## src/hw/rtl/alu8f_pkg.sv

```systemverilog
// Package for the 8-bit CPU ALU: operation codes and field widths.
`default_nettype none

package alu8f_pkg;

  localparam int unsigned CMD_W  = 5;
  localparam int unsigned WORD_W = 16;
  localparam int unsigned BYTE_W = 8;
  localparam int unsigned FLAG_W = 4;

  // Flag bit positions inside a flags nibble.
  localparam int unsigned FLAG_Z = 3;
  localparam int unsigned FLAG_N = 2;
  localparam int unsigned FLAG_H = 1;
  localparam int unsigned FLAG_C = 0;

  localparam int unsigned IN_TDATA_W  = 40;
  localparam int unsigned OUT_TDATA_W = 24;

  // Codes 20 to 31 are not listed and act as a no-op.
  typedef enum logic [CMD_W-1:0] {
    CMD_ADD    = 5'd0,
    CMD_ADC    = 5'd1,
    CMD_SUB    = 5'd2,
    CMD_SBC    = 5'd3,
    CMD_AND    = 5'd4,
    CMD_XOR    = 5'd5,
    CMD_OR     = 5'd6,
    CMD_CP     = 5'd7,
    CMD_INC    = 5'd8,
    CMD_DEC    = 5'd9,
    CMD_DAA    = 5'd10,
    CMD_CPL    = 5'd11,
    CMD_SCF    = 5'd12,
    CMD_CCF    = 5'd13,
    CMD_RLCA   = 5'd14,
    CMD_RLA    = 5'd15,
    CMD_RRCA   = 5'd16,
    CMD_RRA    = 5'd17,
    CMD_ADD16  = 5'd18,
    CMD_ADD_SP = 5'd19
  } cmd_t;

endpackage

`default_nettype wire

```

## src/hw/rtl/cpu_alu_8bit_flags_core.sv

```systemverilog
// Top level of the 8-bit CPU ALU: a three-stage pipelined operation unit.
//
// Usage:
//   The input channel (in_*) carries one request per operation: the opcode
//   in in_tuser, the two operands and the incoming Z N H C flags in in_tdata.
//   The output channel (out_*) returns one result per operation: the new
//   value and the new flags. Results leave in the order requests came in.
// Pipeline:
//   An accepted request passes through the stage one, stage two and output
//   registers in turn and is offered on out_tvalid from the last. Stage
//   one registers the request and works out the decimal adjust correction,
//   stage two runs all adders side by side, stage three selects the result
//   and forms the flags into the output register. While out_tready is high,
//   one request can be accepted in every cycle: one per clock, sustained.
// Reset:
//   rst_n is synchronous and active low. It empties all three stages; the
//   block holds no other state, and in_tready is high right after reset.
// Stalls:
//   When out_tready is low the output register holds its request, and each
//   stage behind it moves only into a free slot. in_tready drops once every
//   stage holds a request, so nothing is lost or repeated.
`default_nettype none

module cpu_alu_8bit_flags_core (
  input  wire logic                              clk,
  input  wire logic                              rst_n,
  input  wire logic                              in_tvalid,
  output logic                                   in_tready,
  // in_tdata from bit 0 up: operand_a[15:0], operand_b[15:0], flags_in[3:0],
  // then zero padding.
  input  wire logic [alu8f_pkg::IN_TDATA_W-1:0]  in_tdata,
  // in_tuser from bit 0 up: cmd[4:0].
  input  wire logic [alu8f_pkg::CMD_W-1:0]       in_tuser,
  output logic                                   out_tvalid,
  input  wire logic                              out_tready,
  // out_tdata from bit 0 up: result_value[15:0], flags_out[3:0], then zeros.
  output logic [alu8f_pkg::OUT_TDATA_W-1:0]      out_tdata
);

  import alu8f_pkg::*;

  // ---------------------------------------------------------------------
  // Stage advance: each stage loads when it is empty or the next one moves.
  // ---------------------------------------------------------------------
  logic ld1, ld2, ld3;
  logic v1_r, v2_r, vo_r;

  assign ld3       = !vo_r || out_tready;
  assign ld2       = !v2_r || ld3;
  assign ld1       = !v1_r || ld2;
  assign in_tready = ld1;

  always_ff @(posedge clk) begin
    if (!rst_n) begin
      v1_r <= 1'b0;
      v2_r <= 1'b0;
      vo_r <= 1'b0;
    end else begin
      if (ld1) begin
        v1_r <= in_tvalid;
      end
      if (ld2) begin
        v2_r <= v1_r;
      end
      if (ld3) begin
        vo_r <= v2_r;
      end
    end
  end

  // ---------------------------------------------------------------------
  // Stage 1: unpack the request and work out the decimal adjust correction.
  // ---------------------------------------------------------------------
  logic [WORD_W-1:0] in_a, in_b;
  logic [FLAG_W-1:0] in_f;
  logic [BYTE_W-1:0] daa_corr_nxt;
  logic              daa_cy_nxt;
  logic              daa_hi, daa_lo;

  assign in_a = in_tdata[WORD_W-1:0];
  assign in_b = in_tdata[2*WORD_W-1:WORD_W];
  assign in_f = in_tdata[2*WORD_W+FLAG_W-1:2*WORD_W];

  always_comb begin
    // After an add the correction depends on the digits; after a subtract
    // only on the incoming half and full carries.
    if (!in_f[FLAG_N]) begin
      daa_hi     = in_f[FLAG_C] || (in_a[7:0] > 8'h99);
      daa_lo     = in_f[FLAG_H] || (in_a[3:0] > 4'h9);
      daa_cy_nxt = daa_hi ? 1'b1 : in_f[FLAG_C];
    end else begin
      daa_hi     = in_f[FLAG_C];
      daa_lo     = in_f[FLAG_H];
      daa_cy_nxt = in_f[FLAG_C];
    end
    daa_corr_nxt = (daa_hi ? 8'h60 : 8'h00) | (daa_lo ? 8'h06 : 8'h00);
  end

  cmd_t              cmd1_r;
  logic [WORD_W-1:0] a1_r, b1_r;
  logic [FLAG_W-1:0] f1_r;
  logic [BYTE_W-1:0] dcorr1_r;
  logic              dcy1_r;

  always_ff @(posedge clk) begin
    if (ld1) begin
      cmd1_r   <= cmd_t'(in_tuser);
      a1_r     <= in_a;
      b1_r     <= in_b;
      f1_r     <= in_f;
      dcorr1_r <= daa_corr_nxt;
      dcy1_r   <= daa_cy_nxt;
    end
  end

  // ---------------------------------------------------------------------
  // Stage 2: all adders in parallel; stage 3 picks the one it needs.
  // ---------------------------------------------------------------------
  logic              cadd, csub;
  logic [8:0]        add9_nxt, sub9_nxt;
  logic [4:0]        hadd_nxt, hsub_nxt;
  logic [BYTE_W-1:0] inc8_nxt, dec8_nxt, daa8_nxt;
  logic [WORD_W:0]   add16_nxt;
  logic [12:0]       h12_nxt;
  logic [WORD_W-1:0] sp16_nxt;

  always_comb begin
    cadd      = (cmd1_r == CMD_ADC) ? f1_r[FLAG_C] : 1'b0;
    csub      = (cmd1_r == CMD_SBC) ? f1_r[FLAG_C] : 1'b0;
    add9_nxt  = {1'b0, a1_r[7:0]} + {1'b0, b1_r[7:0]} + {8'h00, cadd};
    hadd_nxt  = {1'b0, a1_r[3:0]} + {1'b0, b1_r[3:0]} + {4'h0, cadd};
    sub9_nxt  = {1'b0, a1_r[7:0]} - {1'b0, b1_r[7:0]} - {8'h00, csub};
    hsub_nxt  = {1'b0, a1_r[3:0]} - {1'b0, b1_r[3:0]} - {4'h0, csub};
    inc8_nxt  = a1_r[7:0] + 8'h01;
    dec8_nxt  = a1_r[7:0] - 8'h01;
    daa8_nxt  = f1_r[FLAG_N] ? (a1_r[7:0] - dcorr1_r) : (a1_r[7:0] + dcorr1_r);
    add16_nxt = {1'b0, a1_r} + {1'b0, b1_r};
    h12_nxt   = {1'b0, a1_r[11:0]} + {1'b0, b1_r[11:0]};
    sp16_nxt  = a1_r + {{(WORD_W-BYTE_W){b1_r[7]}}, b1_r[7:0]};
  end

  cmd_t              cmd2_r;
  logic [WORD_W-1:0] a2_r;
  logic [BYTE_W-1:0] b2_r;
  logic [FLAG_W-1:0] f2_r;
  logic              dcy2_r;
  logic [8:0]        add9_r, sub9_r;
  logic              hadd_r, hsub_r;
  logic [BYTE_W-1:0] inc8_r, dec8_r, daa8_r;
  logic [WORD_W:0]   add16_r;
  logic              h12_r;
  logic [WORD_W-1:0] sp16_r;

  always_ff @(posedge clk) begin
    if (ld2) begin
      cmd2_r  <= cmd1_r;
      a2_r    <= a1_r;
      b2_r    <= b1_r[7:0];
      f2_r    <= f1_r;
      dcy2_r  <= dcy1_r;
      add9_r  <= add9_nxt;
      sub9_r  <= sub9_nxt;
      hadd_r  <= hadd_nxt[4];
      hsub_r  <= hsub_nxt[4];
      inc8_r  <= inc8_nxt;
      dec8_r  <= dec8_nxt;
      daa8_r  <= daa8_nxt;
      add16_r <= add16_nxt;
      h12_r   <= h12_nxt[12];
      sp16_r  <= sp16_nxt;
    end
  end

  // ---------------------------------------------------------------------
  // Stage 3: select the value, form the flags, load the output register.
  // ---------------------------------------------------------------------
  logic [WORD_W-1:0] res_nxt;
  logic [FLAG_W-1:0] flg_nxt;
  logic [BYTE_W-1:0] a8, zsrc;
  logic              zf;

  assign a8 = a2_r[7:0];

  always_comb begin
    res_nxt = a2_r;
    flg_nxt = f2_r;
    zsrc    = 8'h00;
    case (cmd2_r)
      CMD_ADD, CMD_ADC: begin
        zsrc = add9_r[7:0];
      end
      CMD_SUB, CMD_SBC, CMD_CP: begin
        zsrc = sub9_r[7:0];
      end
      CMD_AND: begin
        zsrc = a8 & b2_r;
      end
      CMD_XOR: begin
        zsrc = a8 ^ b2_r;
      end
      CMD_OR: begin
        zsrc = a8 | b2_r;
      end
      CMD_INC: begin
        zsrc = inc8_r;
      end
      CMD_DEC: begin
        zsrc = dec8_r;
      end
      CMD_DAA: begin
        zsrc = daa8_r;
      end
      default: begin
        zsrc = a8;
      end
    endcase
    zf = (zsrc == 8'h00);

    case (cmd2_r)
      CMD_ADD, CMD_ADC: begin
        res_nxt = {8'h00, add9_r[7:0]};
        flg_nxt = {zf, 1'b0, hadd_r, add9_r[8]};
      end
      CMD_SUB, CMD_SBC: begin
        res_nxt = {8'h00, sub9_r[7:0]};
        flg_nxt = {zf, 1'b1, hsub_r, sub9_r[8]};
      end
      CMD_CP: begin
        res_nxt = a2_r;
        flg_nxt = {zf, 1'b1, hsub_r, sub9_r[8]};
      end
      CMD_AND: begin
        res_nxt = {8'h00, zsrc};
        flg_nxt = {zf, 1'b0, 1'b1, 1'b0};
      end
      CMD_XOR, CMD_OR: begin
        res_nxt = {8'h00, zsrc};
        flg_nxt = {zf, 3'b000};
      end
      CMD_INC: begin
        res_nxt = {8'h00, inc8_r};
        flg_nxt = {zf, 1'b0, (a8[3:0] == 4'hF), f2_r[FLAG_C]};
      end
      CMD_DEC: begin
        res_nxt = {8'h00, dec8_r};
        flg_nxt = {zf, 1'b1, (a8[3:0] == 4'h0), f2_r[FLAG_C]};
      end
      CMD_DAA: begin
        res_nxt = {8'h00, daa8_r};
        flg_nxt = {zf, f2_r[FLAG_N], 1'b0, dcy2_r};
      end
      CMD_CPL: begin
        res_nxt = {8'h00, ~a8};
        flg_nxt = {f2_r[FLAG_Z], 1'b1, 1'b1, f2_r[FLAG_C]};
      end
      CMD_SCF: begin
        res_nxt = a2_r;
        flg_nxt = {f2_r[FLAG_Z], 2'b00, 1'b1};
      end
      CMD_CCF: begin
        res_nxt = a2_r;
        flg_nxt = {f2_r[FLAG_Z], 2'b00, ~f2_r[FLAG_C]};
      end
      CMD_RLCA: begin
        res_nxt = {8'h00, a8[6:0], a8[7]};
        flg_nxt = {3'b000, a8[7]};
      end
      CMD_RLA: begin
        res_nxt = {8'h00, a8[6:0], f2_r[FLAG_C]};
        flg_nxt = {3'b000, a8[7]};
      end
      CMD_RRCA: begin
        res_nxt = {8'h00, a8[0], a8[7:1]};
        flg_nxt = {3'b000, a8[0]};
      end
      CMD_RRA: begin
        res_nxt = {8'h00, f2_r[FLAG_C], a8[7:1]};
        flg_nxt = {3'b000, a8[0]};
      end
      CMD_ADD16: begin
        res_nxt = add16_r[WORD_W-1:0];
        flg_nxt = {f2_r[FLAG_Z], 1'b0, h12_r, add16_r[WORD_W]};
      end
      CMD_ADD_SP: begin
        // Flags come from the unsigned low-byte add, which carries no C in.
        res_nxt = sp16_r;
        flg_nxt = {2'b00, hadd_r, add9_r[8]};
      end
      default: begin
        res_nxt = a2_r;
        flg_nxt = f2_r;
      end
    endcase
  end

  logic [WORD_W-1:0] res_r;
  logic [FLAG_W-1:0] flg_r;

  always_ff @(posedge clk) begin
    if (ld3) begin
      res_r <= res_nxt;
      flg_r <= flg_nxt;
    end
  end

  assign out_tvalid = vo_r;
  assign out_tdata  = {{(OUT_TDATA_W-WORD_W-FLAG_W){1'b0}}, flg_r, res_r};

  // ---------------------------------------------------------------------
  // Assertions
  // ---------------------------------------------------------------------
  // An accepted request always lands in stage one.
  a_in_lands: assert property (@(posedge clk) disable iff (!rst_n)
    (in_tvalid && in_tready) |=> v1_r)
    else $error("accepted request did not enter stage one");

  // A held request in stage two is not dropped while the output stalls.
  a_s2_holds: assert property (@(posedge clk) disable iff (!rst_n)
    (v2_r && !ld3) |=> (v2_r && $stable(res_nxt)))
    else $error("stage two request lost during a stall");

  // An empty pipeline never refuses a request.
  a_ready_empty: assert property (@(posedge clk) disable iff (!rst_n)
    (!v1_r && !v2_r && !vo_r) |-> in_tready)
    else $error("in_tready low with the pipeline empty");

  // Byte-wide arithmetic leaves the high byte of the result clear.
  a_high_zero: assert property (@(posedge clk) disable iff (!rst_n)
    (v2_r && ld3 && (cmd2_r == CMD_ADD || cmd2_r == CMD_ADC || cmd2_r == CMD_SUB ||
     cmd2_r == CMD_SBC || cmd2_r == CMD_INC || cmd2_r == CMD_DEC ||
     cmd2_r == CMD_DAA)) |=> (out_tdata[15:8] == 8'h00))
    else $error("byte operation produced a nonzero high byte");

endmodule

`default_nettype wire

```

## config.mk

```make
export PLATFORM = sky130hd
export DESIGN_NAME = cpu_alu_8bit_flags_core
export DESIGN_NICKNAME = d
export VERILOG_FILES = /design/src/hw/rtl/alu8f_pkg.sv /design/src/hw/rtl/cpu_alu_8bit_flags_core.sv
export SDC_FILE = /design/constraint.sdc
export NUM_CORES = 1
export LEC_CHECK = 0
export ABC_AREA = 1
export BUFFER_PORTS_ARGS = -buffer_cell sky130_fd_sc_hd__buf_4
export CORE_ASPECT_RATIO = 0.9
export CORE_MARGIN = 3
export CORE_UTILIZATION = 65
export CTS_CLUSTER_DIAMETER = 50
export DETAILED_ROUTE_END_ITERATION = 10
export GPL_TIMING_DRIVEN = 1
export PLACE_DENSITY = 0.85
export SYNTH_ARGS = -nofsm -noshare
export SYNTH_HDL_FRONTEND = slang
export SYNTH_SLANG_ARGS = --single-unit
```

## constraint.sdc

```tcl
create_clock -name clk -period 6.2 [get_ports clk]
set_clock_uncertainty 0.1 [all_clocks]
set_input_delay 1.24 -clock clk [delete_from_list [all_inputs] [get_ports clk]]
set_output_delay 1.24 -clock clk [all_outputs]
set_load 0.05 [all_outputs]
```

==> flow_metrics.tcl <==
set metrics [dict create \
    vias 7143 \
    fin_crit_sh_pct 64.5 \
    netSwitchingFraction_pct 28.8 \
    period_needed_ns 4.00 \
    synth-seq-cells 168 \
    synth_top_area_cell "edfxtp_1" \
    drv_cap 0 \
    fp.dieW_um 131 \
    finalSetupTns_ns 0 \
    worstSetupPathType "primary input to output port" \
    nets 1111 \
    cts_resized 0 \
    wirelength_mm 23.9 \
    drive_above_1_share_pct 12.2 \
    initial_utilization_pct 67.6 \
    endpoint "in_tready" \
    startpoint "out_tready" \
    start_kind "primary input" \
    irDropWorstVdd_mv 0.201 \
    hold_class "flop to flop" \
    drc_errors 0 \
    gp_congestion 0.957 \
    drv_slew 0 \
    syn2layout_area_growth_pct 13.6 \
    dieHeight_um 119 \
    p_comb_share_pct 16.2 \
    hold_viol 0 \
    grt_usage_pct 30.8 \
    dr.pass1.iters 6 \
    clkTransAtPathRegs_ns 0.07 \
    grt_pass1_wl_mm 36.5 \
    grt_pass1_vias 6700 \
    cts_buffers 17 \
    yosysSeqAreaShare_pct 54.5 \
    yosys_warnings 0 \
    syn_area_um2 9210 \
    first_iter_violations 1094 \
    num_io_pins 75 \
    end_kind "output port" \
    r2r-start "cmd1_r[4]$_DFFE_PP_" \
    die-area_um2 15600 \
    cts_tree "done" \
    gr-total-overflow 0 \
    r2r_cells 17 \
    post_cts_buffers 0 \
    holdBufCountCts 0 \
    power_leakage_nw 4.68 \
    cts_max_level 4 \
    relSlewSlack_pct 34.1 \
    p_seq_share_pct 50.1 \
    ys_types 45 \
    synth_top_area_share_pct 53.8 \
    synth_edf_count 165 \
    port_buffers 66 \
    cts.sinks 168 \
    cp_max_fo 22 \
    avgSynthCellArea_um2 10.1 \
    r2r_setup_slack_ns 2.79 \
    dp_hpwl_mm 17.7 \
    path_cells "buf_4, inv_1, nand2_1, nor2_1, nand2_2, buf_4" \
    p_clk_share_pct 33.7 \
    power_switching_w 0.000868 \
    core.rowCount 40 \
    critPathArrivalTime_ns 2.66 \
    crit_top_cell "buf_4" \
    whs_ns 0.324 \
    antenna_left 0 \
    r2r_end "sub9_r[8]$_DFFE_PP_" \
    status "finished, final reports clean" \
    synthCells 916 \
    post_drt_wl_per_cell_um 20.0 \
    setup_viol 0 \
    cts_root_buf "clkbuf_16" \
    grt_start_max_net_pins 45 \
    clk_latency_ns 0.43 \
    antenna_found_initial 0 \
    rsz0062_at_grt "no" \
    max_freq_ghz 0.250 \
    antenna_cells 0 \
    synthTopCellsByArea "edfxtp_1 54%, ha_1 8.7%, nand2_1 8.4%" \
    cp_slowest_stage_delay_ns 0.52 \
    core_area_um2 13600 \
    viasPerCell 5.98 \
    yosys_most_used_dff "edfxtp_1" \
    p_int_w 0.00214 \
    worstMarginPinSlew_ns 0.984 \
    clockBufferDepth 2 \
    synthArstFlopShare_pct 0 \
    power.density_nw_per_um2 288 \
    crit_slowest_cell "nand2_1" \
    required_ns 4.86 \
]
==> cell usage in the layout, fill, tap and decap left out, types with 3 or more instances in the layout <==
cell type / netlist / layout
a21o_1: 3 / 3
a21oi_1: 43 / 43
a22oi_1: 3 / 3
a31oi_1: 5 / 5
buf_4: 6 / 70
clkbuf_16: 0 / 17
clkinvlp_4: 0 / 4
conb_1: 1 / 4
dfxtp_1: 3 / 3
edfxtp_1: 165 / 165
fa_1: 5 / 5
ha_1: 64 / 64
inv_1: 99 / 98
inv_2: 7 / 7
inv_6: 0 / 5
nand2_1: 207 / 206
nand3_1: 63 / 63
nand4_1: 13 / 13
nor2_1: 74 / 74
nor2_2: 5 / 5
nor3_1: 12 / 12
nor4_1: 3 / 3
o2111ai_1: 4 / 4
o211ai_1: 4 / 4
o21ai_0: 27 / 27
o21ai_1: 7 / 7
o221ai_1: 3 / 3
o22ai_1: 3 / 3
xnor2_1: 9 / 9
xor2_1: 47 / 47
==> Yosys cell counts (all sizes together) (9+ instances only) <==
master	number
buf	13
edfxtp	165
nand2	208
nor3	12
nor2	81
ha	64
nand3	63
o21ai	35
xnor2	9
nand4	13
xor2	47
inv	106
a21oi	44
==> sequential cells by signal, summed over array words and instances (netlist names), 2 cells and up <==
signal,count
cmd1_r,5
a2_r,16
dcorr1_r,2
add9_r,9
f2_r,4
sub9_r,9
add16_r,17
b2_r,8
sp16_r,8
cmd2_r,5
a1_r,16
f1_r,4
flg_r,4
inc8_r,8
daa8_r,7
dec8_r,7
res_r,16
b1_r,16
==> cell families after synthesis <==
group	count (synthesis)	synth area share, %
AO/OA/AOI/OAI	115	7.41
XOR/XNOR	56	5.33
adder cells (fa/ha/maj)	69	9.78
buffers and inverters	122	5.31
flip-flops	168	54.5
other	1	0.0407
AND/OR/NAND/NOR	385	17.7
==> per-stage QoR <==
stage / cell area (um2) / cells / setup slack (ns) / total power, W / util (%)
detailed placement: 9900 / 1163 / 2.18 / 0.00200 / 72.7
global route: 10500 / 1195 / 2.01 / 0.00311 / 76.8
global placement: 9900 / 1163 / 2.20 / 0.00198 / 72.7
CTS: 10500 / 1195 / 2.18 / 0.00300 / 76.8
floorplan: 9220 / 919 / 1.69 / 0.00182 / -
finish: 10500 / 1195 / 2.20 / 0.00301 / 76.8
==> area by class of cell <==
class                   count  area, um2
flip-flops and latches    168       5010
multi-input cells         629       3720
fillers                   964       3150
repair buffers             70        526
clock buffers              19        433
inverters                 107        403
well taps                 189        236
clock inverters            13        131
==> critical path: cells and delay by family <==
| kind | cells | cell delay [ns] |
|---|---|---|
| buffers and inverters | 3 | 0.35 |
| and+or+nand+nor | 3 | 1.07 |
==> worst min-delay path by stage <==
stage	start	end	slack, ns	cells after the start
detailed placement	f1_r[3]$_DFFE_PP_	f2_r[3]$_DFFE_PP_	0.31	0
finish	f1_r[1]$_DFFE_PP_	f2_r[1]$_DFFE_PP_	0.32	0
global placement	f1_r[1]$_DFFE_PP_	f2_r[1]$_DFFE_PP_	0.31	0
global route	f1_r[1]$_DFFE_PP_	f2_r[1]$_DFFE_PP_	0.34	0
CTS	f1_r[1]$_DFFE_PP_	f2_r[1]$_DFFE_PP_	0.33	0
floorplan	f1_r[1]$_DFFE_PP_	f2_r[1]$_DFFE_PP_	0.30	0
==> power by group through the flow <==
stage / clock, W / sequential, W / combinational [W]
6_report: 0.00101 / 0.00151 / 0.000487
4_1_cts: 0.00102 / 0.00150 / 0.000480
5_1_grt: 0.00106 / 0.00152 / 0.000531
2_1_floorplan: 0 / 0.00154 / 0.000274
3_3_place_gp: 0 / 0.00152 / 0.000458
3_5_place_dp: 0 / 0.00152 / 0.000474
==> metal layers <==
| metal | global-route usage, % | share of wire [%] |
|---|---|---|
| met5 | 0 | 0 |
| met4 | 9.32 | 1.9 |
| met3 | 7.47 | 12 |
| met2 | 47.3 | 45 |
| met1 | 44.0 | 41 |
(Power assumes the default switching activity.)
